==> config.mk <==
export PLATFORM = sky130hd
export DESIGN_NAME = uart_frame_receive_echo_core
export DESIGN_NICKNAME = d
export VERILOG_FILES = /design/src/rtl/ufre_pkg.sv /design/src/rtl/ufre_line_engine.sv /design/src/rtl/ufre_result_queue.sv /design/src/rtl/uart_frame_receive_echo_core.sv
export SDC_FILE = /design/constraint.sdc
export NUM_CORES = 1
export LEC_CHECK = 0
export BUFFER_PORTS_ARGS = -buffer_cell sky130_fd_sc_hd__buf_2
export CAP_MARGIN = 10
export CORE_ASPECT_RATIO = 0.9
export CORE_UTILIZATION = 50
export DETAILED_ROUTE_END_ITERATION = 10
export PLACE_DENSITY_LB_ADDON = 0.1
export REMOVE_ABC_BUFFERS = 1
export SYNTH_ARGS = -nofsm -noshare
export SYNTH_HDL_FRONTEND = slang
export SYNTH_SLANG_ARGS = --single-unit
==> constraint.sdc <==
create_clock -name aclk -period 5.1 [get_ports aclk]
set_input_delay 0.255 -clock aclk [delete_from_list [all_inputs] [get_ports aclk]]
set_output_delay 0.255 -clock aclk [all_outputs]
set_load 0.02 [all_outputs]
==> src/rtl/ufre_pkg.sv <==
// Shared types, constants and register indexes for the UART frame receive/echo core.
package ufre_pkg;

    localparam int MAX_FRAME = 32;
    localparam int FILL_W    = $clog2(MAX_FRAME + 1);
    localparam int ADDR_W    = (MAX_FRAME > 1) ? $clog2(MAX_FRAME) : 1;

    localparam int PERIOD_W  = 16;
    localparam int LENGTH_W  = 6;
    localparam int CFG_IDX_W = 1;

    localparam logic [CFG_IDX_W-1:0] CFG_BIT_PERIOD   = 1'b0;
    localparam logic [CFG_IDX_W-1:0] CFG_FRAME_LENGTH = 1'b1;

    localparam logic [PERIOD_W-1:0] BIT_PERIOD_RESET   = 16'd5000;
    localparam logic [LENGTH_W-1:0] FRAME_LENGTH_RESET = 6'd19;
    localparam logic [PERIOD_W-1:0] MIN_PERIOD         = 16'd4;

    // Bit phase codes: 0 is the start bit, 1..8 the data bits, 9 idle or stop.
    localparam logic [3:0] PHASE_START = 4'd0;
    localparam logic [3:0] PHASE_FIRST = 4'd1;
    localparam logic [3:0] PHASE_STOP  = 4'd9;

    typedef struct packed {
        logic             echo_busy;
        logic [5:0]       bytes_held;
        logic [7:0]       byte_value;
        logic             byte_valid;
        logic             tx_level;
    } result_t;

endpackage

==> src/rtl/ufre_line_engine.sv <==
// Front part: receive line decoder, frame store and echo transmitter, one step per request.
module ufre_line_engine (
    input  logic                              aclk,
    input  logic                              aresetn,
    input  logic                              step_en,
    input  logic                              rx_level,
    input  logic                              cfg_we,
    input  logic [ufre_pkg::CFG_IDX_W-1:0]    cfg_index,
    input  logic [ufre_pkg::PERIOD_W-1:0]     cfg_wdata,
    output ufre_pkg::result_t                 result
);

    localparam int FW = ufre_pkg::FILL_W;
    localparam int AW = ufre_pkg::ADDR_W;
    localparam int PW = ufre_pkg::PERIOD_W;
    localparam int LW = ufre_pkg::LENGTH_W;

    logic [PW-1:0] bit_period_reg;
    logic [LW-1:0] frame_length_reg;

    logic [3:0]    rx_phase_reg, rx_phase_next;
    logic [PW-1:0] rx_timer_reg, rx_timer_next;
    logic [7:0]    rx_shift_reg, rx_shift_next;
    logic          prev_rx_reg;
    logic [FW-1:0] fill_reg, fill_next;
    logic [FW-1:0] tx_idx_reg, tx_idx_next;
    logic [3:0]    tx_phase_reg, tx_phase_next;
    logic [PW-1:0] tx_timer_reg, tx_timer_next;
    logic          tx_active_reg, tx_active_next;

    logic [7:0]    store_mem [ufre_pkg::MAX_FRAME];
    logic [7:0]    rd_data_reg;
    logic          store_we;

    logic [PW-1:0] per;
    logic [PW-1:0] per_m1;
    logic [PW-1:0] half_m1;
    logic [FW-1:0] eff_len;
    logic [FW-1:0] idx_inc;
    logic [2:0]    rx_bit;
    logic [2:0]    tx_bit;
    logic          byte_valid;
    logic [7:0]    byte_value;
    logic          tx_level;

    assign per     = (bit_period_reg < ufre_pkg::MIN_PERIOD) ? ufre_pkg::MIN_PERIOD
                                                             : bit_period_reg;
    assign per_m1  = per - PW'(1);
    assign half_m1 = (per >> 1) - PW'(1);
    assign idx_inc = tx_idx_reg + FW'(1);
    assign rx_bit  = rx_phase_reg[2:0] - 3'd1;

    always_comb begin
        if (frame_length_reg == '0) begin
            eff_len = FW'(1);
        end else if (FW'(frame_length_reg) > FW'(ufre_pkg::MAX_FRAME)) begin
            eff_len = FW'(ufre_pkg::MAX_FRAME);
        end else begin
            eff_len = FW'(frame_length_reg);
        end
    end

    always_comb begin
        rx_phase_next  = rx_phase_reg;
        rx_timer_next  = rx_timer_reg;
        rx_shift_next  = rx_shift_reg;
        fill_next      = fill_reg;
        tx_idx_next    = tx_idx_reg;
        tx_phase_next  = tx_phase_reg;
        tx_timer_next  = tx_timer_reg;
        tx_active_next = tx_active_reg;
        store_we       = 1'b0;
        byte_valid     = 1'b0;
        byte_value     = 8'd0;

        if (tx_active_reg) begin
            if (tx_timer_reg != '0) begin
                tx_timer_next = tx_timer_reg - PW'(1);
            end else begin
                tx_timer_next = per_m1;
                if (tx_phase_reg < ufre_pkg::PHASE_STOP) begin
                    tx_phase_next = tx_phase_reg + 4'd1;
                end else begin
                    tx_phase_next = ufre_pkg::PHASE_START;
                    tx_idx_next   = idx_inc;
                    if (idx_inc >= fill_reg) begin
                        tx_active_next = 1'b0;
                        tx_idx_next    = '0;
                        fill_next      = '0;
                    end
                end
            end
        end else if (rx_phase_reg >= ufre_pkg::PHASE_STOP) begin
            if (prev_rx_reg && !rx_level) begin
                rx_phase_next = ufre_pkg::PHASE_START;
                rx_timer_next = half_m1;
            end
        end else if (rx_timer_reg != '0) begin
            rx_timer_next = rx_timer_reg - PW'(1);
        end else begin
            rx_timer_next = per_m1;
            if (rx_phase_reg == ufre_pkg::PHASE_START) begin
                rx_phase_next = ufre_pkg::PHASE_FIRST;
            end else begin
                rx_shift_next[rx_bit] = rx_level;
                rx_phase_next = rx_phase_reg + 4'd1;
                if (rx_phase_next >= ufre_pkg::PHASE_STOP) begin
                    rx_phase_next = ufre_pkg::PHASE_STOP;
                    rx_timer_next = '0;
                    byte_valid    = 1'b1;
                    byte_value    = rx_shift_next;
                    if (fill_reg < FW'(ufre_pkg::MAX_FRAME)) begin
                        store_we  = 1'b1;
                        fill_next = fill_reg + FW'(1);
                    end
                    if (fill_next >= eff_len) begin
                        tx_active_next = 1'b1;
                        tx_idx_next    = '0;
                        tx_phase_next  = ufre_pkg::PHASE_START;
                        tx_timer_next  = per_m1;
                    end
                end
            end
        end
    end

    // The byte under transmission is addressed no later than the start of its start bit, a full
    // bit period before its first data bit, so the registered store read is always settled when it is used.
    assign tx_bit = tx_phase_next[2:0] - 3'd1;

    always_comb begin
        if (!tx_active_next) begin
            tx_level = 1'b1;
        end else if (tx_phase_next == ufre_pkg::PHASE_START) begin
            tx_level = 1'b0;
        end else if (tx_phase_next >= ufre_pkg::PHASE_STOP) begin
            tx_level = 1'b1;
        end else begin
            tx_level = rd_data_reg[tx_bit];
        end
    end

    always_comb begin
        result.tx_level   = tx_level;
        result.byte_valid = byte_valid;
        result.byte_value = byte_value;
        result.bytes_held = 6'(fill_next);
        result.echo_busy  = tx_active_next;
    end

    always_ff @(posedge aclk) begin
        if (step_en && store_we) begin
            store_mem[fill_reg[AW-1:0]] <= rx_shift_next;
        end
        rd_data_reg <= store_mem[tx_idx_reg[AW-1:0]];
    end

    always_ff @(posedge aclk) begin
        if (!aresetn) begin
            bit_period_reg   <= ufre_pkg::BIT_PERIOD_RESET;
            frame_length_reg <= ufre_pkg::FRAME_LENGTH_RESET;
        end else if (cfg_we) begin
            if (cfg_index == ufre_pkg::CFG_BIT_PERIOD) begin
                bit_period_reg <= cfg_wdata;
            end else if (cfg_index == ufre_pkg::CFG_FRAME_LENGTH) begin
                frame_length_reg <= cfg_wdata[LW-1:0];
            end
        end
    end

    always_ff @(posedge aclk) begin
        if (!aresetn) begin
            rx_phase_reg  <= ufre_pkg::PHASE_STOP;
            rx_timer_reg  <= '0;
            rx_shift_reg  <= '0;
            prev_rx_reg   <= 1'b1;
            fill_reg      <= '0;
            tx_idx_reg    <= '0;
            tx_phase_reg  <= ufre_pkg::PHASE_START;
            tx_timer_reg  <= '0;
            tx_active_reg <= 1'b0;
        end else if (step_en) begin
            rx_phase_reg  <= rx_phase_next;
            rx_timer_reg  <= rx_timer_next;
            rx_shift_reg  <= rx_shift_next;
            prev_rx_reg   <= rx_level;
            fill_reg      <= fill_next;
            tx_idx_reg    <= tx_idx_next;
            tx_phase_reg  <= tx_phase_next;
            tx_timer_reg  <= tx_timer_next;
            tx_active_reg <= tx_active_next;
        end
    end

endmodule

==> src/rtl/ufre_result_queue.sv <==
// Back part: two-entry result queue that drives the output stream.
module ufre_result_queue (
    input  logic              aclk,
    input  logic              aresetn,
    input  logic              push,
    input  ufre_pkg::result_t push_data,
    output logic              has_room,
    output logic              out_valid,
    input  logic              out_ready,
    output ufre_pkg::result_t out_data
);

    ufre_pkg::result_t slot_reg [2];
    logic              wr_ptr_reg, wr_ptr_next;
    logic              rd_ptr_reg, rd_ptr_next;
    logic [1:0]        count_reg, count_next;
    logic              pop;

    assign has_room  = (count_reg != 2'd2);
    assign out_valid = (count_reg != 2'd0);
    assign out_data  = slot_reg[rd_ptr_reg];
    assign pop       = out_valid && out_ready;

    always_comb begin
        wr_ptr_next = push ? ~wr_ptr_reg : wr_ptr_reg;
        rd_ptr_next = pop ? ~rd_ptr_reg : rd_ptr_reg;
        count_next  = count_reg + {1'b0, push} - {1'b0, pop};
    end

    always_ff @(posedge aclk) begin
        if (push) begin
            slot_reg[wr_ptr_reg] <= push_data;
        end
    end

    always_ff @(posedge aclk) begin
        if (!aresetn) begin
            wr_ptr_reg <= 1'b0;
            rd_ptr_reg <= 1'b0;
            count_reg  <= 2'd0;
        end else begin
            wr_ptr_reg <= wr_ptr_next;
            rd_ptr_reg <= rd_ptr_next;
            count_reg  <= count_next;
        end
    end

endmodule

==> src/rtl/uart_frame_receive_echo_core.sv <==
// Top level of the 8N1 UART frame receiver with frame echo.
// Each input request is one sample of the receive line; each sample yields exactly one
// result request carrying the transmit line level, a received-byte strobe and value, the
// frame store fill and the echo busy flag. The core takes one sample per clock, one step
// of the line engine per request, and keeps accepting while fewer than two results wait
// in the output queue; s_axis_tready drops when that queue is full and while reset is
// held. The frame store is a 32-byte memory with one write and one registered read port.
// Configuration writes (index 0 bit period, index 1 frame length) should be made while
// the core is idle.
module uart_frame_receive_echo_core (
    input  logic                              aclk,
    input  logic                              aresetn,
    input  logic                              s_axis_tvalid,
    output logic                              s_axis_tready,
    input  logic [7:0]                        s_axis_tdata,  // [0] rx_level
    output logic                              m_axis_tvalid,
    input  logic                              m_axis_tready,
    output logic [15:0]                       m_axis_tdata,  // [0] tx_level, [8:1] byte_value,
                                                             // [14:9] bytes_held, [15] echo_busy
    output logic [0:0]                        m_axis_tuser,  // [0] byte_valid
    input  logic                              cfg_we,
    input  logic [ufre_pkg::CFG_IDX_W-1:0]    cfg_index,
    input  logic [ufre_pkg::PERIOD_W-1:0]     cfg_wdata
);

    ufre_pkg::result_t step_result;
    ufre_pkg::result_t head;
    logic              room;
    logic              step_en;

    assign s_axis_tready = room && aresetn;
    assign step_en       = s_axis_tvalid && s_axis_tready;

    ufre_line_engine u_engine (
        .aclk      (aclk),
        .aresetn   (aresetn),
        .step_en   (step_en),
        .rx_level  (s_axis_tdata[0]),
        .cfg_we    (cfg_we),
        .cfg_index (cfg_index),
        .cfg_wdata (cfg_wdata),
        .result    (step_result)
    );

    ufre_result_queue u_queue (
        .aclk      (aclk),
        .aresetn   (aresetn),
        .push      (step_en),
        .push_data (step_result),
        .has_room  (room),
        .out_valid (m_axis_tvalid),
        .out_ready (m_axis_tready),
        .out_data  (head)
    );

    assign m_axis_tdata = {head.echo_busy, head.bytes_held, head.byte_value, head.tx_level};
    assign m_axis_tuser = head.byte_valid;

endmodule
Yosys cells after proc, flatten, opt, wreduce, memory -nomap -nowiden --
Memories as Yosys holds them, arrays and structs flattened. A register that Yosys moved wholly into a read port is not among the register bits. Cells that the tools add are included.
Operators by class: eq/ne operators 8, $add $sub $neg 12, muxes and demuxes 94, bitwise logic cells 4, order comparisons 12, reductions and logical operators 21
Operators with widths (count):
- 16-bit 2-to-1 mux | 13
- 6-bit 2-to-1 mux | 25
- 8-bit 2-to-1 mux | 9
- 4-bit 2-to-1 mux | 13
- 16-bit by 1-bit subtractor with 16-bit output, second input constant | 3
- 16-bit nonzero test | 2
- 1-bit 2-to-1 mux | 31
- 16-bit by 3-bit < comparator with 1-bit output, second input constant | 1
- 15-bit by 1-bit subtractor with 16-bit output, second input constant | 1
- 6-bit by 1-bit adder with 6-bit output, second input constant | 2
- 4-bit greater-or-equal comparator, second input constant | 3
- 6-bit greater-or-equal comparator | 2
- 4-bit by 1-bit adder with 4-bit output, second input constant | 2
- 8-bit bitwise mux | 1
- 4-bit zero test | 2
- 3-bit by 4-bit < comparator with 1-bit output, second input constant | 2
- 2-bit by 1-bit inequality test with 1-bit output, second input constant | 4
- 2-bit inequality test, second input constant | 4
- 8-bit AND reduction | 1
- 6-bit > comparator, second input constant | 1
- 1-bit logical AND | 6
- 6-bit zero test | 1
- 6-bit < comparator, second input constant | 1
- 6-bit AND reduction | 1
- other kinds (13) | 20
Word-level totals: output and inout bits 19, bits in registers 88, RAM bits 290, word-level logic and storage cells 167, memories kept 2
Memory list:
- u_engine.store_mem | words 32, bits a word 8, rd ports 1, clocked after Yosys merged registers in 1, wr ports 1, RTL line ufre_line_engine.sv:31 | logic [7:0] store_mem [ufre_pkg::MAX_FRAME];
- u_queue.slot_reg | words 2, bits a word 17, rd ports 1, clocked after Yosys merged registers in 1, wr ports 1, RTL line ufre_result_queue.sv:13 | ufre_pkg::result_t slot_reg [2];

Longest topological paths before layout --
Gate-level depths: netlist of run 1.
word-level depth 20, mapped depth 15

Hierarchy --
A second synthesis of run 1 with hierarchy kept.
Second synthesis, totals: cell total of the unflattened synthesis 1306, area, all modules 17466.8 um^2
Modules (own cells, without submodules):
- ufre_line_engine | times used 1, cells an instance 1228, sequential area each 9529.1 um^2, area an instance 15937.8 um^2
- ufre_result_queue | times used 1, cells an instance 76, sequential area each 1121.1 um^2, area an instance 1516.5 um^2
- uart_frame_receive_echo_core | times used 1, cells an instance 2, sequential area each 0.0 um^2, area an instance 12.5 um^2

Worst setup path after synthesis of run 1 --
OpenSTA, ideal clock, no wires.
path type reg-to-reg, from register u_engine.fill_reg[2], to memory u_queue.slot_reg[0][0] (netlist name) (data pin), path slack 1.166 ns, library setup time 0.270 ns, data arrival time 3.664 ns, path buffers 1, stages on the path, launching flop included 15, data required time 4.830 ns, cell sequence dfxtp_1 -> clkbuf_1 -> inv_1 -> or3_1 -> xnor2_1 -> ha_1 -> nand3_1 -> o31ai_1 -> a41oi_1 -> a21oi_1 -> ha_1 -> mux4_2 -> or4_1 -> a41oi_2 -> o21ai_1
RTL lines:
- start: declaration | RTL line ufre_line_engine.sv:25 | logic [FW-1:0] fill_reg, fill_next;
- start signal: assignment | RTL line ufre_line_engine.sv:187 | fill_reg <= fill_next;
- end: declaration | RTL line ufre_result_queue.sv:13

==> out/results.tsv, run 1 <==
stage	metric	value	unit
global_route	pin count of the biggest net entering global routing	50	
worst_hold_path	hold path start	cfg_index	
finish	Filler Cells Inserted	2806	
worst_hold_path	capture endpoint of the worst hold path	u_engine.frame_length_reg[5]$_SDFFE_PN0P_	
clocking	number of buffers added by the clock tree synthesis step	41	
detailed_routing	number of iterations in the first detailed-routing pass	5	
sta	post-route worst setup slack	664	ps
detailed_routing	number of vias per cell	5.81	
floorplanning	Initial Util	51.2	%
synthesis	ys flop type	sky130_fd_sc_hd__edfxtp_1	
synthesis	proportion of netlist area held by the largest area contributor	49.6	%
critical_path	critical path's largest stage delay	550	ps
sta	maximum clock rate	225	MHz
critical_path	Required @ worst endpoint	5380	ps
synthesis	fraction of registers with async set or reset after synthesis	0	%
pwr	proportion of power drawn by combinational gates	9.0	%
sta	number of hold violations in the final report	0	
sta	setup repair after global routing missed its margin	false	
run_status	result of the run	finished, final reports clean	
synthesis	sequential cell area fraction in the yosys report	60.7	%
critical_path	most common cell type on the critical path	sky130_fd_sc_hd__ha_1	
clocking	clock-pin slew reported for the worst setup and hold paths after clock tree synthesis	60	ps
place	HPWL after detailed placement	26000	um
clocking	post_cts resized	0	
pwr	power density over the cells	348	nW/um^2
critical_path	arrival time at the worst endpoint	4720	ps
global_route	GR Util All Layers	23.1	%
clocking	H-tree level count	2	
critical_path	length in cells of the worst reg-to-reg path	14	
synthesis	compound-cell area share of the yosys netlist	7.16	%
detailed_routing	1st-iter DRT viols	1113	
detailed_routing	Antenna Nets Post-Route	0	
synthesis	Synth Area in Adders	2.28	%
critical_path	worst flop-to-flop path endpoint	u_queue.slot_reg[1][0]$_DFFE_PP_	
sta	max-slew headroom at the worst pin	19.8	%
clocking	Setup Fix Bufs, Post-CTS	0	
synthesis	cells taking the most area after synthesis	sky130_fd_sc_hd__edfxtp_1 (50%), sky130_fd_sc_hd__dfxtp_1 (11%), sky130_fd_sc_hd__mux4_2 (10%)	
place	count of input and output buffers	41	
clocking	Worst-Skew Late Latency	550	ps
clocking	clock tree from TritonCTS	built	
sta	worst slew pin tran	1200	ps
place	worst slack after detailed placement	704	ps
finish	number of flip-flops in the largest register	256	
global_route	wire length of the first global-routing pass	62400	um
pwr	largest voltage drop on the vdd net	0.000307	V
global_route	initial antenna violation count	0	
detailed_routing	DRC violations left	0	
floorplanning	die outline height	180	um
detailed_routing	Detailed Route WL	40000	um
pwr	cell leakage power	6.83	nW
finish	Final nets	1455	
floorplanning	area of the die	35900	sq um
place	Final GP Congestion	0.918	
critical_path	FF-to-FF setup slack	660	ps
floorplanning	Top-Level Pins	49	
synthesis	Simple-Gate Fraction of Synth Area	11.8	%
synthesis	number of synthesis warnings	0	
sta	fin crit share	87.0	%
sta	Slew Limit Fails	0	
critical_path	launch instance of the worst register-to-register path	u_engine.fill_reg[2]$_SDFFE_PN0P_	
synthesis	post-synthesis xor/xnor area fraction	2.59	%
critical_path	cell chain of the critical path	inv_1, or3_1, xnor2_1, ha_1, nand3_1, o31ai_1, buf_4, a41oi_1, a21oi_1, ha_1, mux4_2, or4_1, a41oi_2, o21ai_1	
synthesis	syn avg cell area	13.2	sq um
synthesis	synthesized instance count	1329	
critical_path	maximum fanout encountered on the critical timing path	10	
synthesis	combined area of all synthesized cells	17600	sq um
sta	sum of negative setup slack	0	ps
global_route	aggregate global routing overflow	0	
critical_path	Setup CP Type	register to register	
finish	post-layout utilization of the core	57.7	%
pwr	part of the power in the clock network	40.6	%
floorplanning	die extent in x	199	um
detailed_routing	total number of vias	10945	
critical_path	slowest library cell on the worst path	sky130_fd_sc_hd__dfxtp_1	
synthesis	Unique masters post-synth	63	
finish	total non-filler cell area in the finished layout	19800	sq um
finish	synthesis-to-finish area growth	12.7	%
finish	number of antenna diodes	0	
floorplanning	row cnt	64	
synthesis	combinational family with the most area after synthesis	multiplexers	
sta	Final Skew	17.7	ps
pwr	net switching power of the design	1.64	mW
synthesis	mux cell area share after synthesis	13.0	%
detailed_routing	DR WL/cell	21.2	um
clocking	clock sinks	387	
worst_hold_path	number of cells on the worst hold path	3	
floorplanning	core footprint	34300	sq um
pwr	fraction of power consumed by sequential logic	50.4	%
critical_path	startpoint kind of the worst setup timing path	register	
synthesis	number of flops mapped to enable cells by yosys	290	
global_route	via count of the first global-routing pass	10718	
synthesis	FF+latch count, synth	387	
finish	fraction of final layout cells with drive strength greater than 1	19.2	%
clocking	deepest clock path buffer count	3	
sta	setup violation total in the final timing report	0	
worst_hold_path	path category of the worst min-delay check	primary input to register	
pwr	Cell Int Power	5.25	mW
clocking	clock tree root driver cell	sky130_fd_sc_hd__clkbuf_16	
place	Post-DP Area	18400	sq um
synthesis	largest area contributor in the synthesized netlist	sky130_fd_sc_hd__edfxtp_1	
critical_path	crit path capture type	register	
flow_run	max-cap viol count	0	
sta	minimum clock period after layout	4440	ps
pwr	switching share of total power	23.8	%
-- layout make-up --
| cell class | instances | area [sq um] | area share, % |
|---|---|---|---|
| clock buffers | 54 | 1120 | 5.64 |
| clock inverters | 19 | 130 | 0.658 |
| inverters | 33 | 124 | 0.626 |
| multi-input cells | 827 | 6470 | 32.7 |
| flip-flops and latches | 387 | 10700 | 53.9 |
| well taps | 462 | 578 | 2.92 |
| repair buffers | 103 | 711 | 3.59 |
-- worst max-delay path by stage --
| stage | from | cells after the start | endpoint | slack [ps] |
|---|---|---|---|---|
| after floorplan | u_engine.tx_idx_reg[0]$_SDFFE_PN0P_ | 9 | u_queue.slot_reg[0][0]$_DFFE_PP_ | -20 |
| after global placement | u_engine.fill_reg[2]$_SDFFE_PN0P_ | 14 | u_queue.slot_reg[1][0]$_DFFE_PP_ | 740 |
| after detailed placement | u_engine.fill_reg[2]$_SDFFE_PN0P_ | 14 | u_queue.slot_reg[1][0]$_DFFE_PP_ | 700 |
| after CTS | u_engine.fill_reg[2]$_SDFFE_PN0P_ | 14 | u_queue.slot_reg[1][0]$_DFFE_PP_ | 690 |
| after global routing | u_engine.fill_reg[2]$_SDFFE_PN0P_ | 14 | u_queue.slot_reg[1][0]$_DFFE_PP_ | 380 |
| final | u_engine.fill_reg[2]$_SDFFE_PN0P_ | 14 | u_queue.slot_reg[1][0]$_DFFE_PP_ | 660 |
-- layout by cell type, fill, tap and decap left out, types with 20 or more instances in the layout --
master                      count
sky130_fd_sc_hd__nor3_1        24
sky130_fd_sc_hd__xnor2_1       32
sky130_fd_sc_hd__mux2_2        34
sky130_fd_sc_hd__nand3_1       63
sky130_fd_sc_hd__buf_2         41
sky130_fd_sc_hd__clkbuf_16     42
sky130_fd_sc_hd__mux4_2        81
sky130_fd_sc_hd__o21ai_0       50
sky130_fd_sc_hd__a21oi_1       29
sky130_fd_sc_hd__dfxtp_1       95
sky130_fd_sc_hd__xor2_1        20
sky130_fd_sc_hd__nand2_1      138
sky130_fd_sc_hd__ha_1          32
sky130_fd_sc_hd__nor2_1        95
sky130_fd_sc_hd__inv_1         32
sky130_fd_sc_hd__buf_4         46
sky130_fd_sc_hd__edfxtp_1     290
sky130_fd_sc_hd__a21boi_0      26
-- power by group through the flow --
stage | combinational (mW) | sequential [mW] | clock (mW)
detailed placement | 0.606 | 3.54 | 0
global placement | 0.602 | 3.54 | 0
CTS | 0.621 | 3.47 | 2.85
global route | 0.689 | 3.48 | 2.98
finish | 0.622 | 3.47 | 2.79
floorplan | 0.421 | 3.52 | 0
-- cells by family (layout without fill, tap and decap cells) --
kind of cell | count (synthesis) | count (layout)
DFF | 387 | 387
adders and majority gates | 32 | 32
and+or+nand+nor | 432 | 432
muxes | 121 | 121
AOI/OAI and AO/OA | 190 | 190
xor gates and xnor gates | 52 | 52
buffers and inverters | 115 | 209
-- routing by layer --
| layer | track usage, % | vias up | routed length, um |
|---|---|---|---|
| li1 | - | 5143 | - |
| met4 | 6.08 | 0 | 744 |
| met3 | 4.33 | 53 | 2280 |
| met1 | 33.9 | 5481 | 18700 |
| met2 | 35.3 | 268 | 18300 |
| met5 | 0 | - | 0 |
-- through the flow --
stage	std cells	hold slack [ps]	power (mW)
5_1_grt	1885	74.5	7.14
6_report	1885	60.8	6.88
3_5_place_dp	1796	458	4.14
3_3_place_gp	1796	444	4.14
4_1_cts	1885	45.2	6.94
2_1_floorplan	1247	317	3.94
-- worst max-delay path, delay by kind of cell (launching register included) --
kind / cells / cell delay (ps)
AO/OA/AOI/OAI: 5 / 1180
AND/OR/NAND/NOR: 3 / 930
adder cells (fa/ha/maj): 2 / 610
flip-flops: 1 / 550
buffers and inverters: 2 / 420
multiplexers: 1 / 330
XOR/XNOR: 1 / 150
-- repair_timing --
item	4_1_cts	5_1_grt
hold endpoints to repair	21	0
hold buffers	16	0
endpoints found under the setup margin	0	0
-- Yosys cell counts (all sizes together), types with 7 or more instances --
cell type	instances
mux4	82
nor3b	8
o211ai	10
nand2	138
nor2b	16
xor2	20
a21oi	29
nand4	12
nor4	15
clkbuf	69
inv	32
or4	8
ha	32
xnor2	32
dfxtp	97
buf	13
nand2b	10
nor2	95
and2	9
and3	9
or3	11
nor3	24
o22ai	11
or2	7
o21ai	52
edfxtp	290
a21o	11
a21boi	28
nand3	63
mux2	34
Note: power is estimated with default switching activity, not from simulation.
==> run 2: changes to the inputs <==
SYNTH_HIERARCHICAL = 1   (was not set)
==> out/results.tsv, run 2 <==
stage	metric	value	unit	change
sta	Slew Limit Fails	0		unchanged
synthesis	number of synthesis warnings	6		was 0
place	Post-DP Area	18100	sq um	was 18400 sq um
place	number of placed instances, taps included	1750		was 1796
detailed_routing	DRC violations left	0		unchanged
floorplanning	row cnt	64		unchanged
pwr	power density over the cells	363	nW/um^2	was 348 nW/um^2
floorplanning	Initial Util	51.1	%	was 51.2%
worst_hold_path	hold path start	cfg_we		was cfg_index
synthesis	number of flops mapped to enable cells by yosys	290		unchanged
floorplanning	die outline height	179	um	was 180 um
clocking	post_cts resized	0		unchanged
pwr	part of the power in the clock network	38.9	%	was 40.6%
sta	max-slew headroom at the worst pin	20.8	%	was 19.8%
pwr	Cell Int Power	5.31	mW	was 5.25 mW
global_route	via count of the first global-routing pass	10172		was 10718
sta	setup repair after global routing missed its margin	false		unchanged
clocking	clock-pin slew reported for the worst setup and hold paths after clock tree synthesis	60	ps	about the same
detailed_routing	Detailed Route WL	39500	um	was 40000 um
synthesis	Unique masters post-synth	65		was 63
synthesis	syn avg cell area	13.4	sq um	was 13.2 sq um
finish	Filler Cells Inserted	2755		was 2806
floorplanning	Top-Level Pins	49		unchanged
finish	number of flip-flops in the largest register	256		unchanged
clocking	clock tree root driver cell	sky130_fd_sc_hd__clkbuf_16		unchanged
synthesis	dominant cell by count in the synthesized netlist	sky130_fd_sc_hd__edfxtp_1		unchanged
critical_path	crit path capture type	register		unchanged
run_status	result of the run	finished, final reports clean		unchanged
synthesis	cells taking the most area after synthesis	sky130_fd_sc_hd__edfxtp_1 (50%), sky130_fd_sc_hd__dfxtp_1 (11%), sky130_fd_sc_hd__mux4_2 (11%)		was sky130_fd_sc_hd__edfxtp_1 (50%), sky130_fd_sc_hd__dfxtp_1 (11%), sky130_fd_sc_hd__mux4_2 (10%)
pwr	cell leakage power	6.56	nW	was 6.83 nW
critical_path	arrival time at the worst endpoint	4670	ps	was 4720 ps
pwr	Total Power	7.06	mW	was 6.88 mW
floorplanning	die extent in x	199	um	about the same
synthesis	ranking of synthesized cells by instance count	sky130_fd_sc_hd__edfxtp_1 (290), sky130_fd_sc_hd__nand2_1 (140), sky130_fd_sc_hd__nor2_1 (111)		was sky130_fd_sc_hd__edfxtp_1 (290), sky130_fd_sc_hd__nand2_1 (138), sky130_fd_sc_hd__dfxtp_1 (97)
clocking	clock tree from TritonCTS	built		unchanged
critical_path	Required @ worst endpoint	5410	ps	was 5380 ps
critical_path	length in cells of the worst reg-to-reg path	13		was 14
finish	non-filler cells in the finished layout	1836		was 1885
place	count of input and output buffers	41		unchanged
worst_hold_path	capture endpoint of the worst hold path	u_engine/frame_length_reg[3]$_SDFFE_PN0P_		was u_engine.frame_length_reg[5]$_SDFFE_PN0P_
synthesis	synthesized instance count	1306		was 1329
place	HPWL after detailed placement	25700	um	was 26000 um
sta	setup violation total in the final timing report	0		unchanged
pwr	proportion of power drawn by combinational gates	11.6	%	was 9.0%
detailed_routing	number of iterations in the first detailed-routing pass	5		unchanged
detailed_routing	1st-iter DRT viols	937		was 1113
clocking	number of buffers added by the clock tree synthesis step	41		unchanged
floorplanning	core footprint	34200	sq um	was 34300 sq um
synthesis	combined area of all synthesized cells	17500	sq um	was 17600 sq um
pwr	switching share of total power	24.9	%	was 23.8%
global_route	initial antenna violation count	0		unchanged
critical_path	Setup CP Type	register to register		unchanged
critical_path	startpoint kind of the worst setup timing path	register		unchanged
finish	most frequent standard cell in the layout excluding fill and tap cells	sky130_fd_sc_hd__edfxtp_1		unchanged
global_route	pin count of the biggest net entering global routing	45		was 50
sta	maximum clock rate	229	MHz	was 225 MHz
floorplanning	area of the die	35700	sq um	was 35900 sq um
clocking	H-tree level count	2		unchanged
sta	minimum clock period after layout	4360	ps	was 4440 ps
global_route	wire length of the first global-routing pass	60800	um	was 62400 um
finish	number of antenna diodes	0		unchanged
sta	fin crit share	85.5	%	was 87.0%
sta	Final Skew	14.9	ps	was 17.7 ps
finish	total non-filler cell area in the finished layout	19500	sq um	was 19800 sq um
sta	Fin Hold WS	66.5	ps	was 60.8 ps
finish	most frequent cells in the layout	sky130_fd_sc_hd__edfxtp_1 (290), sky130_fd_sc_hd__nand2_1 (140), sky130_fd_sc_hd__nor2_1 (111)		was sky130_fd_sc_hd__edfxtp_1 (290), sky130_fd_sc_hd__nand2_1 (138), sky130_fd_sc_hd__nor2_1 (95), sky130_fd_sc_hd__dfxtp_1 (95), sky130_fd_sc_hd__mux4_2 (81)
sta	sum of negative setup slack	0	ps	unchanged
critical_path	launch instance of the worst register-to-register path	u_engine/fill_reg[0]$_SDFFE_PN0P_		was u_engine.fill_reg[2]$_SDFFE_PN0P_
synthesis	proportion of netlist area held by the largest area contributor	49.9	%	was 49.6%
global_route	aggregate global routing overflow	0		unchanged
global_route	GR Util All Layers	22.8	%	was 23.1%
finish	synthesis-to-finish area growth	11.4	%	was 12.7%
place	Final GP Congestion	0.842		was 0.918
detailed_routing	DR WL/cell	21.5	um	was 21.2 um
clocking	Setup Fix Bufs, Post-CTS	0		unchanged
worst_hold_path	number of cells on the worst hold path	3		unchanged
detailed_routing	number of vias per cell	5.89		was 5.81
synthesis	fraction of registers with async set or reset after synthesis	0	%	unchanged
synthesis	sequential cell area fraction in the yosys report	61.0	%	was 60.7%
clocking	Worst-Skew Late Latency	540	ps	was 550 ps
critical_path	beginning of the critical path	u_engine/fill_reg[0]$_SDFFE_PN0P_		was u_engine.fill_reg[2]$_SDFFE_PN0P_
flow_run	max-cap viol count	0		unchanged
detailed_routing	total number of vias	10821		was 10945
clocking	deepest clock path buffer count	3		unchanged
sta	worst slew pin tran	1190	ps	was 1200 ps
critical_path	worst flop-to-flop path endpoint	u_queue/slot_reg[0][0]$_DFFE_PP_		was u_queue.slot_reg[1][0]$_DFFE_PP_
critical_path	FF-to-FF setup slack	740	ps	was 660 ps
clocking	clock sinks	387		unchanged
pwr	fraction of power consumed by sequential logic	49.5	%	was 50.4%
synthesis	largest area contributor in the synthesized netlist	sky130_fd_sc_hd__edfxtp_1		unchanged
pwr	net switching power of the design	1.76	mW	was 1.64 mW
finish	fraction of final layout cells with drive strength greater than 1	18.2	%	was 19.2%
worst_hold_path	path category of the worst min-delay check	primary input to register		unchanged
synthesis	FF+latch count, synth	387		unchanged
sta	number of hold violations in the final report	0		unchanged
critical_path	maximum fanout encountered on the critical timing path	8		was 10
finish	Final nets	1409		was 1455
detailed_routing	Antenna Nets Post-Route	0		unchanged
synthesis	ys flop type	sky130_fd_sc_hd__edfxtp_1		unchanged
pwr	largest voltage drop on the vdd net	0.000223	V	was 0.000307 V
[run 2: cell count changes after synthesis, moves of 8 or more]
cell | before | now
sky130_fd_sc_hd__mux2_4 | 0 | 10
sky130_fd_sc_hd__nor2_1 | 95 | 111
sky130_fd_sc_hd__a21boi_0 | 26 | 2
sky130_fd_sc_hd__mux2_2 | 34 | 25
sky130_fd_sc_hd__nand3_1 | 63 | 47
sky130_fd_sc_hd__a21oi_1 | 29 | 72
sky130_fd_sc_hd__o221ai_1 | 3 | 11
sky130_fd_sc_hd__xnor2_1 | 32 | 22
sky130_fd_sc_hd__nor2b_1 | 16 | 5
[run 2: worst max-delay path by stage]
stage                     slack, ps  depth (start not counted)                           endpoint
after detailed placement        810                         13   u_queue/slot_reg[1][0]$_DFFE_PP_
after floorplan                -300                          9  u_queue/slot_reg[0][11]$_DFFE_PP_
after CTS                       780                         13   u_queue/slot_reg[0][0]$_DFFE_PP_
after global placement          900                         13   u_queue/slot_reg[0][0]$_DFFE_PP_
after global routing            550                         13   u_queue/slot_reg[1][0]$_DFFE_PP_
final                           740                         13   u_queue/slot_reg[0][0]$_DFFE_PP_
[run 2: stage by stage]
| step | setup WS, ps | util (%) |
|---|---|---|
| detailed placement | 814 | 52.9 |
| CTS | 783 | 56.9 |
| global placement | 902 | 52.9 |
| global route | 555 | 56.9 |
| finish | 739 | 56.9 |
| floorplan | -301 | - |
[run 2: cell families (layout without fill, tap and decap cells)]
logic type / after synthesis / in the layout / share of synthesized area (%)
compound gates: 206 / 206 / 7.54
xor+xnor: 48 / 48 / 2.49
fa+ha+maj: 32 / 32 / 2.29
buf+inv: 107 / 175 / 2.45
flops: 387 / 387 / 61.0
mux: 128 / 128 / 13.7
simple gates: 398 / 398 / 10.6
[run 2: worst max-delay path: stages (launching register included)]
cell and delay [ps]:
sky130_fd_sc_hd__dfxtp_1 500, sky130_fd_sc_hd__ha_1 220, sky130_fd_sc_hd__nor2b_1 290, sky130_fd_sc_hd__nand3_1 140
sky130_fd_sc_hd__xnor2_1 300, sky130_fd_sc_hd__ha_1 300, sky130_fd_sc_hd__a21o_1 190, sky130_fd_sc_hd__a221o_1 370
sky130_fd_sc_hd__and3_1 230, sky130_fd_sc_hd__a21o_1 210, sky130_fd_sc_hd__ha_1 380, sky130_fd_sc_hd__mux4_2 530
sky130_fd_sc_hd__o2111a_1 160, sky130_fd_sc_hd__a211oi_2 330
[run 2: cell type report]
class / count / area (sq um) / share of cell area (%)
sequential: 387 / 10700 / 54.7
multi-input combinational: 812 / 6390 / 32.8
tap: 462 / 578 / 2.97
clock inverter: 22 / 158 / 0.810
inverter: 30 / 113 / 0.578
clock buffer: 48 / 1070 / 5.51
timing repair buffer: 75 / 500 / 2.57
[run 2: routing by layer]
metal	vias to the layer above	track usage, %	wire length (um)
li1	5041	-	-
met4	0	6.09	929
met5	-	0	0
met2	349	32.9	17100
met3	61	3.12	2330
met1	5370	35.9	19200
[run 2: what timing repair did]
| action | CTS | global route |
|---|---|---|
| endpoints found under the setup margin | 0 | 0 |
| endpoints found under the hold margin | 17 | 0 |
| hold buffers | 16 | 0 |
[run 2: power groups by stage]
| stage | sequential, mW | combinational [mW] | clock (mW) |
|---|---|---|---|
| final | 3.49 | 0.821 | 2.75 |
| after global routing | 3.50 | 0.905 | 2.94 |
| after CTS | 3.49 | 0.816 | 2.81 |
| after detailed placement | 3.56 | 0.802 | 0 |
| after global placement | 3.56 | 0.796 | 0 |
| after floorplan | 3.54 | 0.586 | 0 |
